$ cat src/design/plt_pkg.sv
// Shared types and constants for the polynomial term lexer.
// Used by plt_lex_core and polynomial_term_lexer_top; depends on nothing else.
package plt_pkg;

  typedef struct packed {
    logic [7:0] char_code;
    logic       last_char;
  } in_t;

  typedef struct packed {
    logic signed [16:0] coefficient;
    logic [7:0]         exponent;
    logic               is_constant;
    logic [1:0]         error_code;
    logic               end_of_expression;
  } out_t;

  typedef enum logic [2:0] {
    PH_START,
    PH_SIGN,
    PH_COEF,
    PH_X,
    PH_CARET,
    PH_EXP
  } phase_t;

  localparam logic [1:0] ERR_NONE  = 2'd0;
  localparam logic [1:0] ERR_CARET = 2'd1;
  localparam logic [1:0] ERR_CHAR  = 2'd2;
  localparam logic [1:0] ERR_EMPTY = 2'd3;

  localparam logic [7:0] CH_MINUS = 8'h2D;
  localparam logic [7:0] CH_PLUS  = 8'h2B;
  localparam logic [7:0] CH_X     = 8'h78;
  localparam logic [7:0] CH_CARET = 8'h5E;
  localparam logic [7:0] CH_ZERO  = 8'h30;
  localparam logic [7:0] CH_NINE  = 8'h39;
  localparam logic [7:0] CH_SPACE = 8'h20;
  localparam logic [7:0] CH_CR    = 8'h0D;
  localparam logic [7:0] CH_LF    = 8'h0A;

endpackage

$ cat src/design/plt_lex_core.sv
// Term state machine of the polynomial term lexer: one character per beat.
// Depends on plt_pkg; instantiated by polynomial_term_lexer_top.
module plt_lex_core #(
  parameter int COEF_BITS = 16,
  parameter int EXP_BITS  = 8
) (
  input  logic          clk,
  input  logic          rst,
  input  logic          accept,
  input  plt_pkg::in_t  item,
  output logic          emit,
  output plt_pkg::out_t res
);
  import plt_pkg::*;

  localparam int MW = (COEF_BITS > 17) ? COEF_BITS : 17;
  localparam int EW = (EXP_BITS > 8) ? EXP_BITS : 8;

  phase_t               phase, phase_next;
  logic                 negative_term, negative_term_next;
  logic [COEF_BITS-1:0] coef_accum, coef_accum_next;
  logic                 coef_present, coef_present_next;
  logic [EXP_BITS-1:0]  exp_accum, exp_accum_next;
  logic                 discarding, discarding_next;

  logic [7:0] ch;
  logic       last;
  logic [3:0] digit;
  logic       is_num, is_sign, is_skip, go_on;

  function automatic logic [COEF_BITS-1:0] coef_digit(
    input logic [COEF_BITS-1:0] acc, input logic [3:0] d);
    logic [COEF_BITS+3:0] v;
    v = ({4'b0, acc} << 3) + ({4'b0, acc} << 1) + (COEF_BITS+4)'(d);
    if (|v[COEF_BITS+3:COEF_BITS]) return '1;
    return v[COEF_BITS-1:0];
  endfunction

  function automatic logic [EXP_BITS-1:0] exp_digit(
    input logic [EXP_BITS-1:0] acc, input logic [3:0] d);
    logic [EXP_BITS+3:0] v;
    v = ({4'b0, acc} << 3) + ({4'b0, acc} << 1) + (EXP_BITS+4)'(d);
    if (|v[EXP_BITS+3:EXP_BITS]) return '1;
    return v[EXP_BITS-1:0];
  endfunction

  function automatic out_t fail_beat(input logic [1:0] code, input logic fin);
    out_t r;
    r = '0;
    r.error_code        = code;
    r.end_of_expression = fin;
    return r;
  endfunction

  // Close the term described by the given state.
  function automatic out_t finish_beat(
    input phase_t ph, input logic neg, input logic [COEF_BITS-1:0] c,
    input logic cp, input logic [EXP_BITS-1:0] e, input logic fin);
    out_t           r;
    logic [MW-1:0]  mag;
    logic [16:0]    m17;
    logic [EW-1:0]  ex;
    r = '0;
    if (ph == PH_START || ph == PH_SIGN) return fail_beat(ERR_EMPTY, fin);
    if (ph == PH_CARET) return fail_beat(ERR_CARET, fin);
    mag = cp ? MW'(c) : MW'(1);
    m17 = mag[16:0];
    ex  = EW'(e);
    r.coefficient       = neg ? signed'(~m17 + 17'd1) : signed'(m17);
    r.is_constant       = (ph == PH_COEF);
    r.exponent          = (ph == PH_COEF) ? 8'd0 :
                          (ph == PH_EXP) ? ex[7:0] : 8'd1;
    r.error_code        = ERR_NONE;
    r.end_of_expression = fin;
    return r;
  endfunction

  assign ch       = item.char_code;
  assign last     = item.last_char;
  assign is_num   = (ch >= CH_ZERO) && (ch <= CH_NINE);
  assign is_sign  = (ch == CH_PLUS) || (ch == CH_MINUS);
  assign is_skip  = (ch == CH_SPACE) || (ch == CH_CR) || (ch == CH_LF);
  assign digit    = 4'(ch - CH_ZERO);

  always_comb begin
    phase_next         = phase;
    negative_term_next = negative_term;
    coef_accum_next    = coef_accum;
    coef_present_next  = coef_present;
    exp_accum_next     = exp_accum;
    discarding_next    = discarding;
    emit               = 1'b0;
    res                = '0;
    go_on              = 1'b1;

    if (discarding) begin
      go_on = 1'b0;
      if (last) begin
        phase_next         = PH_START;
        negative_term_next = 1'b0;
        coef_accum_next    = '0;
        coef_present_next  = 1'b0;
        exp_accum_next     = '0;
        discarding_next    = 1'b0;
      end
    end else if (is_skip) begin
      go_on = 1'b1;
    end else if (is_sign) begin
      go_on = 1'b0;
      if (last) begin
        emit = 1'b1;
        res  = fail_beat((phase == PH_CARET) ? ERR_CARET : ERR_EMPTY, 1'b1);
      end else if (phase == PH_START) begin
        negative_term_next = (ch == CH_MINUS);
        phase_next         = PH_SIGN;
      end else if (phase == PH_SIGN) begin
        emit = 1'b1;
        res  = fail_beat(ERR_EMPTY, 1'b0);
      end else if (phase == PH_CARET) begin
        emit = 1'b1;
        res  = fail_beat(ERR_CARET, 1'b0);
      end else begin
        // Close this term; the sign opens the next one.
        emit = 1'b1;
        res  = finish_beat(phase, negative_term, coef_accum, coef_present,
                           exp_accum, 1'b0);
      end
      if (emit || !last) begin
        coef_accum_next   = '0;
        coef_present_next = 1'b0;
        exp_accum_next    = '0;
      end
      if (emit) begin
        phase_next         = PH_START;
        negative_term_next = 1'b0;
        discarding_next    = !last && (res.error_code != ERR_NONE);
      end
      if (emit && !last && res.error_code == ERR_NONE) begin
        negative_term_next = (ch == CH_MINUS);
        phase_next         = PH_SIGN;
      end
    end else if (is_num) begin
      if (phase == PH_START || phase == PH_SIGN || phase == PH_COEF) begin
        coef_accum_next   = coef_digit(coef_accum, digit);
        coef_present_next = 1'b1;
        phase_next        = PH_COEF;
      end else if (phase == PH_CARET || phase == PH_EXP) begin
        exp_accum_next = exp_digit(exp_accum, digit);
        phase_next     = PH_EXP;
      end else begin
        go_on = 1'b0;
        emit  = 1'b1;
        res   = fail_beat(ERR_CHAR, last);
      end
    end else if (ch == CH_X) begin
      if (phase == PH_START || phase == PH_SIGN || phase == PH_COEF) begin
        phase_next = PH_X;
      end else begin
        go_on = 1'b0;
        emit  = 1'b1;
        res   = fail_beat(ERR_CHAR, last);
      end
    end else if (ch == CH_CARET) begin
      if (phase == PH_X) begin
        phase_next = PH_CARET;
      end else begin
        go_on = 1'b0;
        emit  = 1'b1;
        res   = fail_beat(ERR_CHAR, last);
      end
    end else begin
      go_on = 1'b0;
      emit  = 1'b1;
      res   = fail_beat(ERR_CHAR, last);
    end

    // Error outside the sign path: drop the term, discard up to the last char.
    if (!discarding && !is_sign && emit) begin
      phase_next         = PH_START;
      negative_term_next = 1'b0;
      coef_accum_next    = '0;
      coef_present_next  = 1'b0;
      exp_accum_next     = '0;
      discarding_next    = !last;
    end

    if (go_on && last) begin
      emit               = 1'b1;
      res                = finish_beat(phase_next, negative_term_next,
                                       coef_accum_next, coef_present_next,
                                       exp_accum_next, 1'b1);
      phase_next         = PH_START;
      negative_term_next = 1'b0;
      coef_accum_next    = '0;
      coef_present_next  = 1'b0;
      exp_accum_next     = '0;
      discarding_next    = 1'b0;
    end
  end

  always_ff @(posedge clk) begin
    if (rst) begin
      phase         <= PH_START;
      negative_term <= 1'b0;
      coef_accum    <= '0;
      coef_present  <= 1'b0;
      exp_accum     <= '0;
      discarding    <= 1'b0;
    end else if (accept) begin
      phase         <= phase_next;
      negative_term <= negative_term_next;
      coef_accum    <= coef_accum_next;
      coef_present  <= coef_present_next;
      exp_accum     <= exp_accum_next;
      discarding    <= discarding_next;
    end
  end

  a_no_beat_while_discarding: assert property (@(posedge clk) disable iff (rst)
    discarding |-> !emit)
    else $error("beat produced while discarding");

  a_last_clears: assert property (@(posedge clk) disable iff (rst)
    accept && last |=> phase == PH_START && !discarding && !coef_present)
    else $error("state not cleared after last character");

  a_error_empty_payload: assert property (@(posedge clk) disable iff (rst)
    emit && res.error_code != ERR_NONE |-> res.coefficient == 17'sd0 &&
      res.exponent == 8'd0 && !res.is_constant)
    else $error("error beat carries term fields");

  a_error_discard: assert property (@(posedge clk) disable iff (rst)
    accept && emit && !last && res.error_code != ERR_NONE |=> discarding)
    else $error("error before last character did not start discarding");

endmodule

$ cat src/design/polynomial_term_lexer_top.sv
// Polynomial term lexer: splits polynomial text into signed terms.
// Usage: feed one character per beat on in_data (char_code, last_char) with
// in_valid; the receiver holds in_stall low to take a beat.
// Each finished term or error comes out as one beat on out_data with
// out_valid; the downstream side raises out_stall to hold it.
// A term goes to out_data, or to the skid register behind a stalled output,
// when the character that ends it (the next sign or the last char) is taken.
// Throughput: one character per cycle while in_stall is low; the core
// updates its term state in a single pass per character, and the result
// and skid registers decouple the sides so characters flow while a term waits.
// in_stall goes high only while the skid register holds a beat, that is,
// when two terms are waiting behind a stalled output.
// Reset: clears the term state, the discard flag and both output valid flags.
// Depends on plt_pkg and plt_lex_core.
module polynomial_term_lexer_top #(
  parameter int COEF_BITS = 16,
  parameter int EXP_BITS  = 8
) (
  input  logic          clk,
  input  logic          rst,
  input  logic          in_valid,
  output logic          in_stall,
  input  plt_pkg::in_t  in_data,
  output logic          out_valid,
  input  logic          out_stall,
  output plt_pkg::out_t out_data
);
  import plt_pkg::*;

  logic accept;
  logic emit;
  out_t res;
  logic skid_valid;
  out_t skid_data;

  assign in_stall = skid_valid;
  assign accept   = in_valid && !skid_valid;

  plt_lex_core #(
    .COEF_BITS(COEF_BITS),
    .EXP_BITS (EXP_BITS)
  ) u_core (
    .clk   (clk),
    .rst   (rst),
    .accept(accept),
    .item  (in_data),
    .emit  (emit),
    .res   (res)
  );

  always_ff @(posedge clk) begin
    if (rst) begin
      out_valid  <= 1'b0;
      skid_valid <= 1'b0;
    end else if (skid_valid) begin
      // Input is held; drain the skid beat first.
      if (!out_stall) begin
        out_valid  <= 1'b1;
        skid_valid <= 1'b0;
      end
    end else if (accept && emit) begin
      if (!out_valid || !out_stall) begin
        out_valid <= 1'b1;
      end else begin
        skid_valid <= 1'b1;
      end
    end else if (!out_stall) begin
      out_valid <= 1'b0;
    end
  end

  always_ff @(posedge clk) begin
    if (skid_valid) begin
      if (!out_stall) out_data <= skid_data;
    end else if (accept && emit) begin
      if (!out_valid || !out_stall) out_data <= res;
      else skid_data <= res;
    end
  end

  a_skid_behind_out: assert property (@(posedge clk) disable iff (rst)
    skid_valid |-> out_valid)
    else $error("skid beat held with output empty");

  a_skid_fills: assert property (@(posedge clk) disable iff (rst)
    accept && emit && out_valid && out_stall |=> skid_valid)
    else $error("beat lost behind stalled output");

  a_no_accept_when_full: assert property (@(posedge clk) disable iff (rst)
    skid_valid |-> !accept)
    else $error("character taken while skid register full");

endmodule
$ cat config.mk
export PLATFORM = sky130hd
export DESIGN_NAME = polynomial_term_lexer_top
export DESIGN_NICKNAME = d
export VERILOG_FILES = /design/src/design/plt_pkg.sv /design/src/design/plt_lex_core.sv /design/src/design/polynomial_term_lexer_top.sv
export SDC_FILE = /design/constraint.sdc
export NUM_CORES = 1
export LEC_CHECK = 0
export ABC_AREA = 0
export BUFFER_PORTS_ARGS = -buffer_cell sky130_fd_sc_hd__buf_2
export CAP_MARGIN = 40
export CORE_UTILIZATION = 52
export CTS_CLUSTER_DIAMETER = 50
export DETAILED_ROUTE_END_ITERATION = 10
export PLACE_DENSITY_LB_ADDON = 0.08
export SETUP_SLACK_MARGIN = 0.2
export SKIP_LAST_GASP = 1
export SLEW_MARGIN = 20
export SYNTH_ARGS = -nofsm -noshare
export SYNTH_HDL_FRONTEND = slang
export SYNTH_SLANG_ARGS = --single-unit
$ cat constraint.sdc
create_clock -name clk -period 10.3 [get_ports clk]
set_input_delay 1.545 -clock clk [delete_from_list [all_inputs] [get_ports clk]]
set_output_delay 1.545 -clock clk [all_outputs]
set_load 0.05 [all_outputs]
==> results.ini, run 1 <==
[outcome]
outcome=completed

[die]
die_h_microns=120.4
dieArea_sq_um=14490
io_pins=44
die_x_microns=120.4
core_area_sq_um=13450
num_rows=42
initial_core_util_pct=54.17

[global_routing]
grtUsageTotal_pct=30.73
grt_pass1_vias=6391
grt_max_degree=39
grt_first_pass_wirelength_microns=34790
grt_antenna_before_repair=0
grt_overflow_total=0

[synth]
synth-seq-cells=90
netlist_top_cells_count=a21oi_1, nand2_1, nor2_1
async_flop_share_pct=0
syn-mean-instance-area_sq_um=8.748
synth_fp_nets=898
yosysMostFrequentCell=a21oi_1
synth.area.top_cells=edfxtp_1, dfxtp_1, ha_1
synth_edf_count=58
ys_seq_area_share_pct=32.69
synth_ff_type=edfxtp_1
netlist.area_leader.share_pct=23.90
synth_top_area_cell=edfxtp_1
synth_area_sq_um=7287
syn_inst=833
synthDistinctLibCells=84
yosys_warnings=0

[detailed_routing]
drt-initial-drc-count=794
viasPerCell=6.596
wire_per_inst_microns=20.76
drt_first_pass_iters=5
postRouteAntennaNets=0
drc_errors=0
routed_wirelength_microns=21450
num_vias=6814

[sta]
setup_viol=0
slew_violations=0
timing.final.crit_share_pct=59.29
setup_ws_ps=4194
max_freq_ghz=0.1638
slew_headroom_pct=43.95
rsz0062_at_grt=false
finalClockSkew_ps=14.01
worstMarginPinSlew_ps=819.6
hold_viol=0
min_period_ps=6106
tns_ps=0

[clock_network]
clock_latency_ps=350
cts.repair.resized=0
cts-root-buf=clkbuf_16
hold_buffers=0
h-tree-depth=3
numCtsBuffers=9
cts_sinks=90
post-cts-setup-buffers=0
cts_tree=yes
ctsLongestPathBuffers=2
clkSlewWorstSetupHoldPaths_ps=80

[placement]
dp_hpwl_microns=16060
portBuffers=43
gp_routability_congestion=0.9715
dpl_worst_slack_ps=3904

[setup_path]
cp.required_ps=10410
worst-path-max-fanout=8
cp.arrival_ps=6210
cp-start-kind=primary input
worstSetupPathType=in -> reg
end_kind=register

[finish]
antennaDiodeCount=0
area_growth_pct=8.963
multi_input_comb_area_sq_um=4662
layout-drive-gt1-share_pct=14.70
nets=917
fillCellCount=1236
ff_latch_area_sq_um=2382

[power_and_ir_drop]
seqPwrFrac_pct=47.5
power_frac_comb_pct=12.7
leakage_nw=3.015
power_switching_uw=249.7
power.share.clock_pct=39.8
pwr_density_cell_nw_per_um2=105.8
switching_share_pct=29.72
vdd_ir_drop_max_uv=75.17
intPower_uw=590.6

[run]
drv_cap=0

[worst_hold_path]
hold_class=reg -> reg

worst max-delay path, stage by stage:
cell	delay (ps)
buf_2	160
fa_1	530
ha_1	310
a211oi_1	360
o211ai_1	210
a31oi_1	330
mux2_4	340
a31oi_1	370
nand2_1	210
o21a_1	240
nor2_1	150
ha_1	240
o311ai_2	210
o41ai_2	400
xor2_1	180
o22ai_1	110
mux2_2	300
flip-flops by register name (all words and copies together), names as in the netlist:
name,flops
u_core.exp_accum,8
u_core.discarding,1
skid_data,29
out_valid,1
in_stall,1
out_data,29
u_core.coef_present,1
u_core.negative_term,1
u_core.coef_accum,16
u_core.phase,3
stage by stage:
stage | total power [mW] | hold WS (ps) | area, sq um | cells | util [%]
after floorplan | 0.4814 | 498.4 | 7287 | 833 | -
after CTS | 0.8394 | 534.6 | 7925 | 1032 | 58.91
final | 0.8404 | 495.3 | 7940 | 1033 | 59.02
after global routing | 0.8649 | 526.5 | 7940 | 1033 | 59.02
after detailed placement | 0.5126 | 516.4 | 7619 | 1016 | 56.63
after global placement | 0.5102 | 514.5 | 7596 | 1013 | 56.46
power groups by stage:
stage               sequential, mW  clock [mW]  combinational (mW)
global placement             0.407           0               0.103
detailed placement           0.407           0               0.105
floorplan                    0.436           0              0.0457
CTS                          0.399       0.335               0.105
global route                 0.400       0.351               0.113
finish                       0.399       0.335               0.107
cells in the final DEF, fill, tap and decap left out, drive strengths merged, types with 8 or more instances in the layout:
| master | netlist | final |
|---|---|---|
| a211oi | 8 | 8 |
| a21oi | 84 | 84 |
| a22oi | 17 | 17 |
| a31oi | 9 | 9 |
| and2 | 8 | 8 |
| buf | 8 | 54 |
| clkbuf | 38 | 9 |
| dfxtp | 32 | 32 |
| edfxtp | 58 | 58 |
| ha | 48 | 48 |
| inv | 17 | 19 |
| mux2 | 27 | 27 |
| nand2 | 83 | 83 |
| nand2b | 10 | 10 |
| nand3 | 19 | 19 |
| nor2 | 70 | 70 |
| nor2b | 10 | 10 |
| nor3 | 28 | 28 |
| o211ai | 10 | 10 |
| o21a | 9 | 9 |
| o21ai | 55 | 55 |
| o221ai | 8 | 8 |
| o22ai | 14 | 14 |
| o31ai | 9 | 9 |
| o41ai | 8 | 8 |
| xnor2 | 20 | 20 |
| xor2 | 15 | 15 |
cell type report:
cell class / instances / area share [%]
Tap cell: 176 / 2.773
Sequential cell: 90 / 30.00
Clock buffer: 9 / 2.836
Clock inverter: 7 / 1.024
Timing Repair Buffer: 54 / 3.845
Inverter: 17 / 0.8037
Multi-Input combinational cell: 680 / 58.71
logic make-up after synthesis:
family / count (synthesis) / synth area share (%)
and+or+nand+nor: 275 / 18.63
muxes: 30 / 4.636
AOI/OAI and AO/OA: 288 / 27.08
buffers and inverters: 63 / 3.417
adders and majority gates: 52 / 9.341
DFF: 90 / 32.69
xor gates and xnor gates: 35 / 4.207
path summary, 6_finish.rpt:
path,depth (start not counted),endpoint,startpoint,slack [ps]
worst max-delay path,17,out_data[22],in_data[4],4190
worst min-delay path,2,u_core.negative_term,u_core.negative_term,500
worst max register to register,16,out_data[22],u_core.coef_accum[2],4980
worst min register to register,2,u_core.negative_term,u_core.negative_term,500
routing by layer:
| metal | vias up | wire length [microns] | global-route usage [%] |
|---|---|---|---|
| li1 | 3216 | - | - |
| met1 | 3238 | 10150 | 46.12 |
| met2 | 318 | 9280 | 46.30 |
| met3 | 42 | 1538 | 3.443 |
| met4 | 0 | 479 | 8.873 |
| met5 | - | 0 | 0 |
No activity file was read; power rests on OpenSTA's default activity.
==> inputs of run 2 (changes only) <==
Clock period 10.3 ns to 5.3 ns, I/O delays scaled along.
==> results.ini, run 2 (synthesis results as in run 1) <==
[sta]
min_period_ps=4924
hold_viol=0  ; unchanged
timing.final.crit_share_pct=92.90
rsz0062_at_grt=false  ; unchanged
slew_headroom_pct=42.32  ; was 43.95%
setup_ws_ps=376.0  ; was 4194 ps
slew_violations=0  ; unchanged
setup_viol=0  ; unchanged
tns_ps=0  ; unchanged
max_freq_ghz=0.2031
worstMarginPinSlew_ps=864.0  ; was 819.6 ps
finalClockSkew_ps=12.08  ; was 14.01 ps

[power_and_ir_drop]
vdd_ir_drop_max_uv=159.9  ; was 75.17 uV
switching_share_pct=29.47  ; was 29.72%
power_switching_uw=479.8  ; was 249.7 uW
power_frac_comb_pct=13.1  ; was 12.7%
leakage_nw=3.121  ; was 3.015 nW
report.power.total_mw=1.628  ; was 840.4 uW
power.share.clock_pct=39.2  ; was 39.8%
pwr_density_cell_nw_per_um2=200.4  ; was 105.8 nW/um^2
seqPwrFrac_pct=47.6  ; was 47.5%
intPower_mw=1.148  ; was 590.6 uW

[detailed_routing]
num_vias=6901  ; was 6814
routed_wirelength_microns=21950  ; was 21450 microns
viasPerCell=6.529  ; was 6.596
drt-initial-drc-count=954  ; was 794
wire_per_inst_microns=20.76  ; about the same
drt_first_pass_iters=6  ; was 5
postRouteAntennaNets=0  ; unchanged
drc_errors=0  ; unchanged

[finish]
top_regs=out_data: 29 flops, skid_data: 29 flops, u_core.coef_accum: 16 flops  ; unchanged
fillCellCount=1246  ; was 1236
final_cell_mix=nand2_1, a21oi_1, nor2_1  ; unchanged
layout-drive-gt1-share_pct=17.37  ; was 14.70%
antennaDiodeCount=0  ; unchanged
nets=941  ; was 917
final_common_cell=nand2_1
area_growth_pct=11.50  ; was 8.963%

[run]
drv_cap=0  ; unchanged

[setup_path]
end_kind=register  ; unchanged
r2r_slack_ps=420  ; was 4980 ps
cp-start-kind=primary input  ; unchanged
worstSetupStartpoint=in_data[4]  ; unchanged
worst-path-max-fanout=6  ; was 8
cp-endpoint=out_data[24]  ; was out_data[22]
cp.required_ps=5400  ; was 10410 ps
rr_endpoint=out_data[24]  ; was out_data[22]
cp.arrival_ps=5030  ; was 6210 ps
timing.rr.start=u_core.coef_accum[9]  ; was u_core.coef_accum[2]
rr_worst_depth=16  ; unchanged
worstSetupPathType=in -> reg  ; unchanged

[clock_network]
clock_latency_ps=350  ; about the same
ctsLongestPathBuffers=2  ; unchanged
cts_sinks=90  ; unchanged
numCtsBuffers=9  ; unchanged
clkSlewWorstSetupHoldPaths_ps=80  ; about the same
h-tree-depth=3  ; unchanged
cts_tree=yes  ; unchanged
cts-root-buf=clkbuf_16  ; unchanged
hold_buffers=0  ; unchanged

[placement]
portBuffers=43  ; unchanged
dp_hpwl_microns=16420  ; was 16060 microns
gp_routability_congestion=0.9852  ; was 0.9715
dpl_worst_slack_ps=55.26  ; was 3904 ps

[die]
die_x_microns=120.4  ; unchanged
io_pins=44  ; unchanged
initial_core_util_pct=54.17  ; unchanged
dieArea_sq_um=14490  ; unchanged
num_rows=42  ; unchanged
core_area_sq_um=13450  ; unchanged
die_h_microns=120.4  ; unchanged

[global_routing]
grt_pass1_vias=6436  ; was 6391
grt_max_degree=39  ; unchanged
grtUsageTotal_pct=30.92  ; was 30.73%
grt_overflow_total=0  ; unchanged
grt_first_pass_wirelength_microns=34920  ; was 34790 microns
grt_antenna_before_repair=0  ; unchanged

[outcome]
outcome=completed  ; unchanged

[worst_hold_path]
hold_class=reg -> reg  ; unchanged

[run 2: area by class of cell]
type | count | area, sq um | share of cell area [%]
inverters | 17 | 63.81 | 0.7853
well taps | 176 | 220.2 | 2.710
repair buffers | 78 | 479.2 | 5.898
clock buffers | 9 | 225.2 | 2.772
clock inverters | 7 | 71.32 | 0.8777
flip-flops and latches | 90 | 2382 | 29.32
multi-input cells | 680 | 4683 | 57.64
[run 2: metal layers]
metal / track usage [%] / up-vias / share of wire (%)
li1: - / 3257 / -
met1: 45.17 / 3262 / 45
met2: 46.73 / 328 / 45
met3: 4.623 / 54 / 8.2
met4: 9.877 / 0 / 2.2
met5: 0 / - / 0
[run 2: metrics by stage]
step	cells	utilization [%]	hold slack, ps	instance area [sq um]
floorplan	833	-	498.4	7287
global placement	1037	57.80	522.6	7776
detailed placement	1038	57.89	533.3	7787
CTS	1054	60.09	545.1	8084
global route	1057	60.40	563.0	8125
finish	1057	60.40	545.4	8125
[run 2: power groups by stage]
stage / Sequential [mW] / Combinational [mW] / Clock (mW)
detailed placement: 0.791 / 0.210 / 0
global placement: 0.791 / 0.207 / 0
CTS: 0.776 / 0.211 / 0.643
floorplan: 0.847 / 0.0888 / 0
finish: 0.775 / 0.214 / 0.639
global route: 0.778 / 0.228 / 0.667
[run 2: what timing repair did]
action                     in CTS  in global routing
setup endpoints to repair       0                  4
gates resized for setup         0                  4
setup buffers                   0                  2
[run 2: worst min-delay path by stage]
| stage | from | to | depth (start not counted) |
|---|---|---|---|
| after floorplan | skid_data[0] | out_data[0] | 2 |
| after global placement | skid_data[0] | out_data[0] | 2 |
| after detailed placement | skid_data[13] | out_data[13] | 1 |
| after CTS | skid_data[3] | out_data[3] | 1 |
| after global routing | skid_data[6] | out_data[6] | 1 |
| final | skid_data[3] | out_data[3] | 1 |
[run 2: worst max-delay path: stages]
cell and delay, ps:
buf_2 120, fa_1 560, inv_1 60, fa_1 440
nand2b_1 200, a21oi_2 160, o21ai_0 160, a31oi_4 290
o211a_1 280, nand2_1 120, o21a_1 200, nor2_1 170
ha_2 260, o311ai_4 160, o41ai_2 450, xnor2_1 170
o22ai_1 120, mux2_2 300
